$ cat src/hw/rtl/lfp_pkg.sv
// Shared constants for the length-prefixed frame parser.
// Used by the parser top level and by its port checker.
`default_nettype none

package lfp_pkg;

  localparam int HEADER_BYTES = 10;
  localparam int TYPE_AT      = 4;
  localparam int ID_AT        = 6;
  localparam int HC_W         = $clog2(HEADER_BYTES);

  localparam logic [31:0] MAX_PAYLOAD_RESET = 32'd4096;

  localparam logic [1:0] ST_PAYLOAD = 2'd0;
  localparam logic [1:0] ST_EMPTY   = 2'd1;
  localparam logic [1:0] ST_ERROR   = 2'd2;

endpackage

`default_nettype wire

$ cat src/hw/rtl/length_prefixed_frame_parser_unit.sv
// Length-prefixed frame parser top level.
// Depends on lfp_pkg for header layout and status codes.
//
// Usage: raw stream bytes enter on data_byte with in_valid/in_stall; one word is
// taken at each rising edge with in_valid high and in_stall low. Every stream
// starts with a 10-byte big-endian header (length, type, id). Header bytes
// give no result except the tenth, which gives an error result when the
// length is above max_payload, an empty-frame result when it is zero, and
// otherwise opens the payload. Each payload byte then gives one result word
// carrying the header fields; the final one has last set.
// Results leave on out_valid/out_stall through a single output register.
// A result is registered and reaches the outputs in the cycle after its byte is taken.
// Throughput: one byte per cycle unless stalled; the parse step is a 32-bit
// compare and a 32-bit decrement between the input and the output register.
// When the receiver stalls a valid result, in_stall rises in the same cycle
// and the held result stays unchanged until taken. Synchronous reset empties the
// output register, returns to header hunting and sets max_payload to 4096. The
// user must write max_payload by cfg_we only while idle; it is not enforced.
`default_nettype none

module length_prefixed_frame_parser_unit
  import lfp_pkg::*;
(
  input  wire logic        clk,
  input  wire logic        rst,
  input  wire logic        cfg_we,
  input  wire logic [31:0] cfg_wdata,
  input  wire logic        in_valid,
  output logic             in_stall,
  input  wire logic [7:0]  data_byte,
  output logic             out_valid,
  input  wire logic        out_stall,
  output logic [1:0]       status,
  output logic [15:0]      msg_type,
  output logic [31:0]      msg_id,
  output logic [31:0]      payload_length,
  output logic [7:0]       data_byte_out,
  output logic             last
);

  logic [31:0]     max_payload;
  logic [HC_W-1:0] header_count, header_count_next;
  logic [31:0]     length_word, length_word_next;
  logic [15:0]     type_word, type_word_next;
  logic [31:0]     id_word, id_word_next;
  logic [31:0]     bytes_left, bytes_left_next;
  logic            in_payload, in_payload_next;

  logic            accept;
  logic            res_valid;
  logic [1:0]      res_status;
  logic [7:0]      res_byte;
  logic            res_last;

  assign in_stall = out_valid && out_stall;
  assign accept   = in_valid && !in_stall;

  always_comb begin
    header_count_next = header_count;
    length_word_next  = length_word;
    type_word_next    = type_word;
    id_word_next      = id_word;
    bytes_left_next   = bytes_left;
    in_payload_next   = in_payload;
    res_valid         = 1'b0;
    res_status        = ST_PAYLOAD;
    res_byte          = '0;
    res_last          = 1'b0;
    if (in_payload) begin
      res_valid = 1'b1;
      res_byte  = data_byte;
      if (bytes_left <= 32'd1) begin
        bytes_left_next   = '0;
        res_last          = 1'b1;
        in_payload_next   = 1'b0;
        header_count_next = '0;
      end else begin
        bytes_left_next = bytes_left - 32'd1;
      end
    end else begin
      if (header_count < HC_W'(TYPE_AT)) begin
        length_word_next = {length_word[23:0], data_byte};
      end else if (header_count < HC_W'(ID_AT)) begin
        type_word_next = {type_word[7:0], data_byte};
      end else begin
        id_word_next = {id_word[23:0], data_byte};
      end
      if (header_count >= HC_W'(HEADER_BYTES - 1)) begin
        header_count_next = '0;
        if (length_word_next > max_payload) begin
          res_valid  = 1'b1;
          res_status = ST_ERROR;
          res_last   = 1'b1;
        end else if (length_word_next == 32'd0) begin
          res_valid  = 1'b1;
          res_status = ST_EMPTY;
          res_last   = 1'b1;
        end else begin
          bytes_left_next = length_word_next;
          in_payload_next = 1'b1;
        end
      end else begin
        header_count_next = header_count + HC_W'(1);
      end
    end
  end

  always_ff @(posedge clk) begin
    if (rst) begin
      max_payload  <= MAX_PAYLOAD_RESET;
      header_count <= '0;
      length_word  <= '0;
      type_word    <= '0;
      id_word      <= '0;
      bytes_left   <= '0;
      in_payload   <= 1'b0;
      out_valid    <= 1'b0;
    end else begin
      if (cfg_we) begin
        max_payload <= cfg_wdata;
      end
      if (accept) begin
        header_count <= header_count_next;
        length_word  <= length_word_next;
        type_word    <= type_word_next;
        id_word      <= id_word_next;
        bytes_left   <= bytes_left_next;
        in_payload   <= in_payload_next;
        out_valid    <= res_valid;
      end else if (!out_stall) begin
        out_valid <= 1'b0;
      end
    end
  end

  always_ff @(posedge clk) begin
    if (accept && res_valid) begin
      status         <= res_status;
      msg_type       <= type_word_next;
      msg_id         <= id_word_next;
      payload_length <= length_word_next;
      data_byte_out  <= res_byte;
      last           <= res_last;
    end
  end

endmodule

`default_nettype wire

$ cat config.mk
export PLATFORM = sky130hd
export DESIGN_NAME = length_prefixed_frame_parser_unit
export DESIGN_NICKNAME = d
export VERILOG_FILES = /design/src/hw/rtl/lfp_pkg.sv /design/src/hw/rtl/length_prefixed_frame_parser_unit.sv
export SDC_FILE = /design/constraint.sdc
export NUM_CORES = 1
export LEC_CHECK = 0
export BUFFER_PORTS_ARGS = -buffer_cell sky130_fd_sc_hd__buf_2
export CAP_MARGIN = 25
export CORE_MARGIN = 1
export CORE_UTILIZATION = 45
export CTS_CLUSTER_DIAMETER = 30
export DETAILED_ROUTE_END_ITERATION = 12
export GPL_TIMING_DRIVEN = 1
export MAX_ROUTING_LAYER = met4
export PLACE_DENSITY = 0.78
export SYNTH_ARGS = -nofsm -noshare
export SYNTH_HDL_FRONTEND = slang
export SYNTH_SLANG_ARGS = --single-unit
$ cat constraint.sdc
create_clock -name clk -period 8.1 [get_ports clk]
set_input_delay 0.405 -clock clk [delete_from_list [all_inputs] [get_ports clk]]
set_output_delay 0.405 -clock clk [all_outputs]
set_load 0.02 [all_outputs]
# Word level (Yosys, flattened, before mapping)
# Index checks and enable logic that the tools add are counted.
# totals
out_inout_bits,93
elab_cells,69
reg_bits,241
# classes
magnitude_cmp,5
reduce_logical,10
addsub,2
eq_ne,4
n_mux,32
bitwise,1
# ops
op,n
$mux 32,11
$mux 16,3
$gt 32x32->1,1
$le 32x1->1 const B,1
$logic_not 32->1,1
$sub 32x1->32 const B,1
$mux 1,14
$mux 4,3
$lt 4x3->1 const B,2
$add 4x1->4 const B,1
$ge 4x4->1 const B,1
$ne 2x1->1 const B,2
$ne 2x2->1 const B,2
$reduce_and 4->1,1
$logic_and 1x1->1,3
$reduce_or 3->1,1
$mux 2,1
$reduce_and 2->1,1
$reduce_bool 2->1,1
$reduce_or 2->1,1
$logic_not 1->1,1
$not 1->1,1

# Logic depth before layout (Yosys ltp)
# Gate-level depths: netlist of the first run.
# depth
depth_word,9
mapped_depth,16
depth_no_buf,12

# Worst setup path after synthesis of the first run
# OpenSTA, ideal clock, no wires.
# synth_path
path_kind,reg-to-reg
startpoint,register header_count[3]
endpoint,register data_byte_out[0] (enable)
required_time_ns,7.528
t_arrival_ns,7.391
stages_incl_launch_ff,14
synth_period_minus_slack_ns,7.963
n_path_buf,3
slack_ns,0.137
setup_ns,0.572
cell_sequence,dfxtp_1 clkbuf_1 or2_2 clkbuf_1 clkbuf_1 mux2i_1 inv_1 ha_1 nand4_1 nor4_1 nand2b_1 a31o_2 and3_1 a21oi_1
# synth_between
elab_chain_len,9
word_cells_on_any_way,11
classes_between,order compare (3); mux (6); reduce/logical (2)
# synth_rtl
element,line_no,text
from (decl),length_prefixed_frame_parser_unit.sv:42,"logic [HC_W-1:0] header_count, header_count_next;"
from (signal assigned),length_prefixed_frame_parser_unit.sv:123,header_count <= header_count_next;
"parallel branches: the longest is 6 deep, another holds $gt 32x32->1",--,
$mux 1 (*),length_prefixed_frame_parser_unit.sv:88,if (header_count >= HC_W'(HEADER_BYTES - 1)) begin
$mux 1 (*),length_prefixed_frame_parser_unit.sv:69,if (in_payload) begin
$logic_and 1x1->1 (*),length_prefixed_frame_parser_unit.sv:137,if (accept && res_valid) begin
to (signal assigned),length_prefixed_frame_parser_unit.sv:142,data_byte_out <= res_byte;
to (decl),length_prefixed_frame_parser_unit.sv:37,"output logic [7:0] data_byte_out,"
# Every way passes the cells marked *. The select of a mux whose other input is x is not followed.
# A chain may end at the register's enable or synchronous reset.

# Worst setup path after layout of the first run
# layout_path
startpoint,register header_count[3]
endpoint,register msg_id[1] (enable)
# layout_between
elab_chain_len,9
word_cells_on_any_way,11
classes_between,order compare (3); mux (6); reduce/logical (2)
# layout_rtl
element,line_no,text
"parallel branches: the longest is 6 deep, another holds $gt 32x32->1",--,
$mux 1 (*),length_prefixed_frame_parser_unit.sv:88,
$mux 1 (*),length_prefixed_frame_parser_unit.sv:69,
$logic_and 1x1->1 (*),length_prefixed_frame_parser_unit.sv:137,
to (signal assigned),length_prefixed_frame_parser_unit.sv:140,msg_id <= id_word_next;
to (decl),length_prefixed_frame_parser_unit.sv:35,"output logic [31:0] msg_id,"
# Marks and branches as above.

==> key figures, run 1 <==
Outcome
  – Outcome: complete, no violations

STA
  – Tmin final: 5.02 ns
  – Setup Viol. Count Final: 0
  – Relative slew slack: ~29%
  – Tcrit/Tclk final: between 60 and 70%
  – Hold Fails Final Rpt: 0
  – Post-Route Skew: roughly 0.023 ns
  – Final worst slack: 3.08 ns
  – FMAX: about 0.2 GHz
  – Final Max Slew Viols: 0
  – Setup TNS: 0 ns
  – RSZ-0062 raised after global routing: no
  – Tightest Pin Transition: approximately 1.1 ns

Global routing
  – GRT Residual Overflow: 0
  – GRT Util Overall: about a quarter
  – Initial antenna violation count: 0
  – Largest net degree at the start of global routing: around 80
  – First-pass GRT wire length: 51.5 mm
  – Vias in the first global route: 9,522

Worst setup path
  – Arrival time worst endpoint: slightly above 5 ns
  – Max incr delay on CP: 0.65 ns
  – Bufs and invs on worst path: 3
  – Crit Path Class: reg -> reg
  – Crit-path max FO: 62
  – Startpoint Class: flop
  – CP top delay family: simple AND/OR/NAND/NOR gates
  – Cells traversed along the worst timing path: or2_2 > nand2_1 > a21boi_0 > inv_1 > ha_1 > nand4_1 > nor4_1 > nand2b_1 > a31o_2 > and3_1 > a21oi_4 > buf_16 > buf_4
  – CP Capture Type: flop
  – Worst EP required: slightly above 8 ns
  – Slowest cell on crit path: buf_4

CTS
  – Clk pin slew, worst setup/hold paths: around 0.05 ns
  – TritonCTS sink count: 241
  – Post-CTS Resized: 0
  – H-Tree Depth: 2
  – CTS tree: built
  – CTS max path bufs: 3
  – Post-CTS Hold Fix Bufs: 0
  – Root buffer selected by CTS: clkbuf_16
  – Clock latency on the worst-skew pair: roughly 0.55 ns
  – Cts bufs inserted: 46
  – Postcts setup bufs: 0

Synthesis
  – Synth cell types: 71
  – Most used DFF post-synth: dfxtp_1
  – Largest cells by area after synthesis: dfxtp_1 26%, edfxtp_1 23%, nor2_1 7.4%, mux2_2 6.6%, ha_1 4.0%
  – EDFF count, synth: between 90 and 100
  – Yosys reg bits: 241
  – Asr flop ratio synth: 0%
  – Syn Nets: between 1k and 1.5k
  – Post-Syn Area: between 10,000 and 15,000 um^2
  – Post-synthesis sequential area ratio: between 40% and 50%
  – Avg Cell Area, Syn: 9.37 um^2
  – Top cell type by total area after synthesis: dfxtp_1
  – Syn Inst Count: between 1k and 1.5k
  – Top-count cell post-synth: nor2_1
  – Most common library cells after synthesis: 229 x nor2_1, 150 x dfxtp_1, 106 x nand2_1
  – Area share of the largest cell type after synthesis: between 20% and 30%
  – YS warnings: 0

Routing
  – Starting DRC count in detailed routing: approximately 1.2k
  – Vias: approximately 10k
  – Wire length per cell: between 15 and 20 um
  – Vias per inst: 5.84
  – Final wirelength: roughly 33 mm
  – Final ANT Viol Nets: 0
  – DRT Pass-1 Iters: 5
  – Drt drc: 0

Power and ir drop
  – Leak pwr: roughly 5.9 nW
  – Worst vdd ir: 0.000143 V
  – Pwr dens: between 200 and 250 nW/um^2

Run
  – Max cap viols: 0

Floorplanning
  – Number of placed I/O pins: between 100 and 150
  – Core box area: between 20,000 and 30,000 um^2
  – Row cnt: 58
  – Initial Util: 46.1%
  – Die Span X: around 160 um
  – Die Y: between 150 and 200 um
  – Total Die Area: roughly 27,000 um^2

Placed design
  – HPWL Detailed: approximately 22 mm
  – Routability-driven placement congestion ratio: about 0.97
  – Post-Place Setup Slack: approximately 2.9 ns
  – Port Buf Inserts: about 140
  – Placed Area: between 10,000 and 15,000 um^2

Worst hold path
  – Hold Path Class: in -> reg

Finish
  – Final net count: approximately 1.4k
  – Synth-to-layout area growth: 21.6%
  – Ant. Diodes: 0
  – Share of cells above drive strength 1: between 20% and 30%
  – Final instance area: 14,200 um^2
[worst paths after layout]
path | cells past startpoint | startpoint | endpoint | slack, ns
max reg2reg | 13 | header_count[3]$_SDFFE_PP0P_ | msg_id[1]$_DFFE_PP_ | 3.08
min reg2reg | 2 | bytes_left[30]$_SDFFE_PP0P_ | bytes_left[30]$_SDFFE_PP0P_ | 0.47
max | 13 | header_count[3]$_SDFFE_PP0P_ | msg_id[1]$_DFFE_PP_ | 3.08
min | 3 | cfg_wdata[12] | max_payload[12]$_SDFFE_PP1P_ | 0.09
[metal layers]
metal  track usage [%]  routed length (um)
met1              31.6               13600
met2              40.8               15800
met3              5.23                2930
met4              9.94                1110
met5                 -                   0
[stage by stage]
step | hold slack [ns] | utilization (%) | total power, mW | instances
floorplan | 0.448 | - | 1.52 | 1247
global placement | 0.465 | 49.7 | 1.59 | 1646
detailed placement | 0.471 | 49.7 | 1.60 | 1646
CTS | 0.0955 | 55.9 | 3.49 | 1732
global route | 0.106 | 56.1 | 3.59 | 1735
finish | 0.0927 | 56.1 | 3.49 | 1735
[report_power, final]
group | switching [mW] | internal, mW
Combinational | 0.161 | 0.0978
Sequential | 0.0328 | 1.30
Clock | 0.672 | 1.23
Total | 0.866 | 2.62
[cells by family after synthesis]
family                     count (synthesis)  share of synthesized area [%]
adders and majority gates                 37                           3.96
AOI/OAI and AO/OA                        197                           11.1
buffers and inverters                    143                           4.79
and+or+nand+nor                          510                           20.2
xor gates and xnor gates                   8                          0.599
DFF                                      241                           49.1
muxes                                    111                           10.2
[cell usage in the layout (no fill, tap or decap), drive strengths merged, types with 3 or more instances in the layout]
master    instances
clkbuf           49
mux2i            43
a21boi            4
a211oi           26
nor2            229
clkinv           17
a32oi             4
nand2b            3
a31oi            13
ha               37
and2             10
nor4             23
a32o              4
or3               7
a22oi             6
a31o              3
o22ai             3
dfxtp           150
buf             152
mux2             68
a21oi            63
nor3             83
o21ai            32
or2               4
nand3             8
xnor2             4
o32ai            16
inv              69
xor2              4
nand2           107
or4               9
nand4            15
bufinv            5
edfxtp           91
o21a              5
clkinvlp          9
[flip-flops by register name, indices dropped and copies added (netlist names)]
name and flops:
id_word 32, in_payload 1, type_word 16, payload_length 32, max_payload 32, bytes_left 32
length_word 32, out_valid 1, header_count 4, msg_id 32, status 2, data_byte_out 8
msg_type 16, last 1
[worst register-to-register path, delay by kind of cell, from the launching register on]
| kind | cells | cell delay [ns] |
|---|---|---|
| AOI/OAI and AO/OA | 3 | 1.20 |
| adders and majority gates | 1 | 0.31 |
| buffers and inverters | 3 | 1.01 |
| DFF | 1 | 0.39 |
| and+or+nand+nor | 6 | 1.74 |
[cell type report]
type / instances / area [um^2]
clock buffers: 49 / 1170
clock inverters: 37 / 397
fillers: 2139 / 11100
inverters: 63 / 236
multi-input cells: 863 / 5420
flip-flops and latches: 241 / 5740
well taps: 330 / 413
repair buffers: 152 / 828
(Power assumes the default switching activity.)
==> run 2: changes to the inputs <==
Settings changed: PLACE_DENSITY 0.78 to 0.75.
Clock period 8.1 ns to 5 ns, I/O delays scaled along.
==> run 2 against run 1 <==
  * Utilization grew 1.5 points
  * Register-to-register slack worse by 2.6 ns
  * Critical path depth fell by 1
  * Hold slack got worse by 0.028 ns
  * Count of clock-buffer cells in the layout rose by 10
  * Critical endpoint is now msg_id[30]$_DFFE_PP_
==> key figures, run 2 (same netlist as run 1, synthesis figures left out) <==
Global routing
  – GRT Util Overall: 26.2%
  – Largest net degree at the start of global routing: 82
  – Vias in the first global route: between 9k and 10k
  – First-pass GRT wire length: between 50 and 60 mm
  – Initial antenna violation count: 0
  – GRT Residual Overflow: 0

CTS
  – CTS tree: built
  – H-Tree Depth: 2
  – Root buffer selected by CTS: clkbuf_16
  – Post-CTS Resized: 0
  – Clock latency on the worst-skew pair: 0.54 ns
  – TritonCTS sink count: roughly 240
  – Post-CTS Hold Fix Bufs: 31
  – Cts bufs inserted: 46
  – CTS max path bufs: 3
  – Clk pin slew, worst setup/hold paths: 0.05 ns
  – Postcts setup bufs: 0

Worst hold path
  – Hold Path Class: in -> reg

Finish
  – Layout fillers: 2,088
  – Commonest cells after routing, fill and taps aside: 226 x nor2_1, 149 x dfxtp_1, 136 x buf_2, 105 x nand2_1, 91 x edfxtp_1
  – Share of cells above drive strength 1: approximately 23%
  – Sequential cell area: 5740 um^2
  – Ant. Diodes: 0
  – Area of the multi-input gates: between 5000 and 6000 um^2
  – Commonest non-fill, non-tap cell in the layout: nor2_1
  – Final net count: 1,483
  – Synth-to-layout area growth: 24.7%

STA
  – Setup Viol. Count Final: 0
  – Tcrit/Tclk final: 91.1%
  – Relative slew slack: around 32%
  – Post-Route Skew: between 0.015 and 0.02 ns
  – Final worst slack: 0.444 ns
  – Tightest Pin Transition: 1.01 ns
  – Setup TNS: 0 ns
  – Hold Fails Final Rpt: 0
  – Tmin final: between 4 and 5 ns
  – FMAX: around 0.22 GHz
  – Final Max Slew Viols: 0
  – RSZ-0062 raised after global routing: no

Worst setup path
  – Arrival time worst endpoint: between 4 and 5 ns
  – Startpoint Class: flop
  – Worst EP required: 5.20 ns
  – Crit-path max FO: 44
  – Crit Path Class: reg -> reg
  – CP Capture Type: flop

Placed design
  – Port Buf Inserts: roughly 140
  – Post-Place Setup Slack: between 0.6 and 0.7 ns
  – HPWL Detailed: 22.2 mm
  – Routability-driven placement congestion ratio: slightly below 1

Routing
  – Vias per inst: 5.71
  – Vias: slightly above 10k
  – Final wirelength: roughly 34 mm
  – Drt drc: 0
  – DRT Pass-1 Iters: 8
  – Starting DRC count in detailed routing: approximately 1.2k
  – Wire length per cell: around 19 um
  – Final ANT Viol Nets: 0

Floorplanning
  – Total Die Area: between 20,000 and 30,000 um^2
  – Die Y: around 160 um
  – Row cnt: a little under 60
  – Die Span X: around 160 um
  – Core box area: 25,300 um^2
  – Number of placed I/O pins: 138
  – Initial Util: 46.1%

Outcome
  – Outcome: complete, no violations

Power and ir drop
  – Worst vdd ir: about 0.00024 V
  – Pwr dens: 397 nW/um^2
  – Leak pwr: just over 6 nW

Run
  – Max cap viols: 0
-- run 2: cell types whose count changed in the layout (fill, tap and decap cells not counted), moves of 2 or more --
cell,before,now
buf_4,14,16
bufinv_16,5,8
buf_12,0,2
clkinvlp_4,9,3
clkinv_2,10,5
clkbuf_1,2,12
clkinv_1,4,1
dlygate4sd3_1,0,31
-- run 2: final timing paths --
kind | startpoint | end | slack (ns) | cells past startpoint
worst min-delay path | cfg_wdata[20] | max_payload[20]$_SDFFE_PP0P_ | 0.06 | 3
worst min register to register | bytes_left[30]$_SDFFE_PP0P_ | bytes_left[30]$_SDFFE_PP0P_ | 0.48 | 2
worst max register to register | header_count[3]$_SDFFE_PP0P_ | msg_id[30]$_DFFE_PP_ | 0.44 | 12
worst max-delay path | header_count[3]$_SDFFE_PP0P_ | msg_id[30]$_DFFE_PP_ | 0.44 | 12
-- run 2: layer usage --
metal	up-vias	share of wire [%]	wire (um)	global-route usage (%)
met5	-	0	0	-
met4	0	2.9	986	10.1
met3	76	9.3	3120	6.37
met2	497	47	15800	40.0
met1	4745	41	13800	33.3
li1	4776	-	-	-
-- run 2: critical path, cell delays in order (launching register included) --
cell and delay (ns):
dfxtp_1 0.39, or2_2 0.55, nand2_1 0.14, a21boi_0 0.40, inv_1 0.09, ha_1 0.31
nand4_1 0.19, nor4_1 0.57, nand2b_1 0.15, a31o_2 0.28, and3_1 0.22, a21oi_4 0.55
buf_12 0.31
-- run 2: final cells by class --
cell class | count | share of cell area, %
well taps | 330 | 2.83
repair buffers | 186 | 7.97
flip-flops and latches | 241 | 39.4
inverters | 63 | 1.62
multi-input cells | 863 | 37.2
clock inverters | 26 | 2.70
clock buffers | 59 | 8.30
-- run 2: per-stage QoR --
stage | utilization, % | hold slack, ns | area (um^2) | std cells | total power, mW
after CTS | 57.5 | 0.00865 | 14600 | 1767 | 5.80
final | 57.6 | 0.0643 | 14600 | 1768 | 5.78
after floorplan | - | 0.380 | 11700 | 1247 | 2.46
after detailed placement | 50.0 | 0.470 | 12700 | 1651 | 2.60
after global routing | 57.6 | 0.0538 | 14600 | 1768 | 5.96
after global placement | 50.0 | 0.459 | 12700 | 1651 | 2.58
-- run 2: where the power goes --
group	internal (mW)	switching [mW]	total (mW)
Combinational	0.174	0.264	0.438
Sequential	2.10	0.0537	2.16
Clock	2.14	1.05	3.19
Total	4.42	1.37	5.78
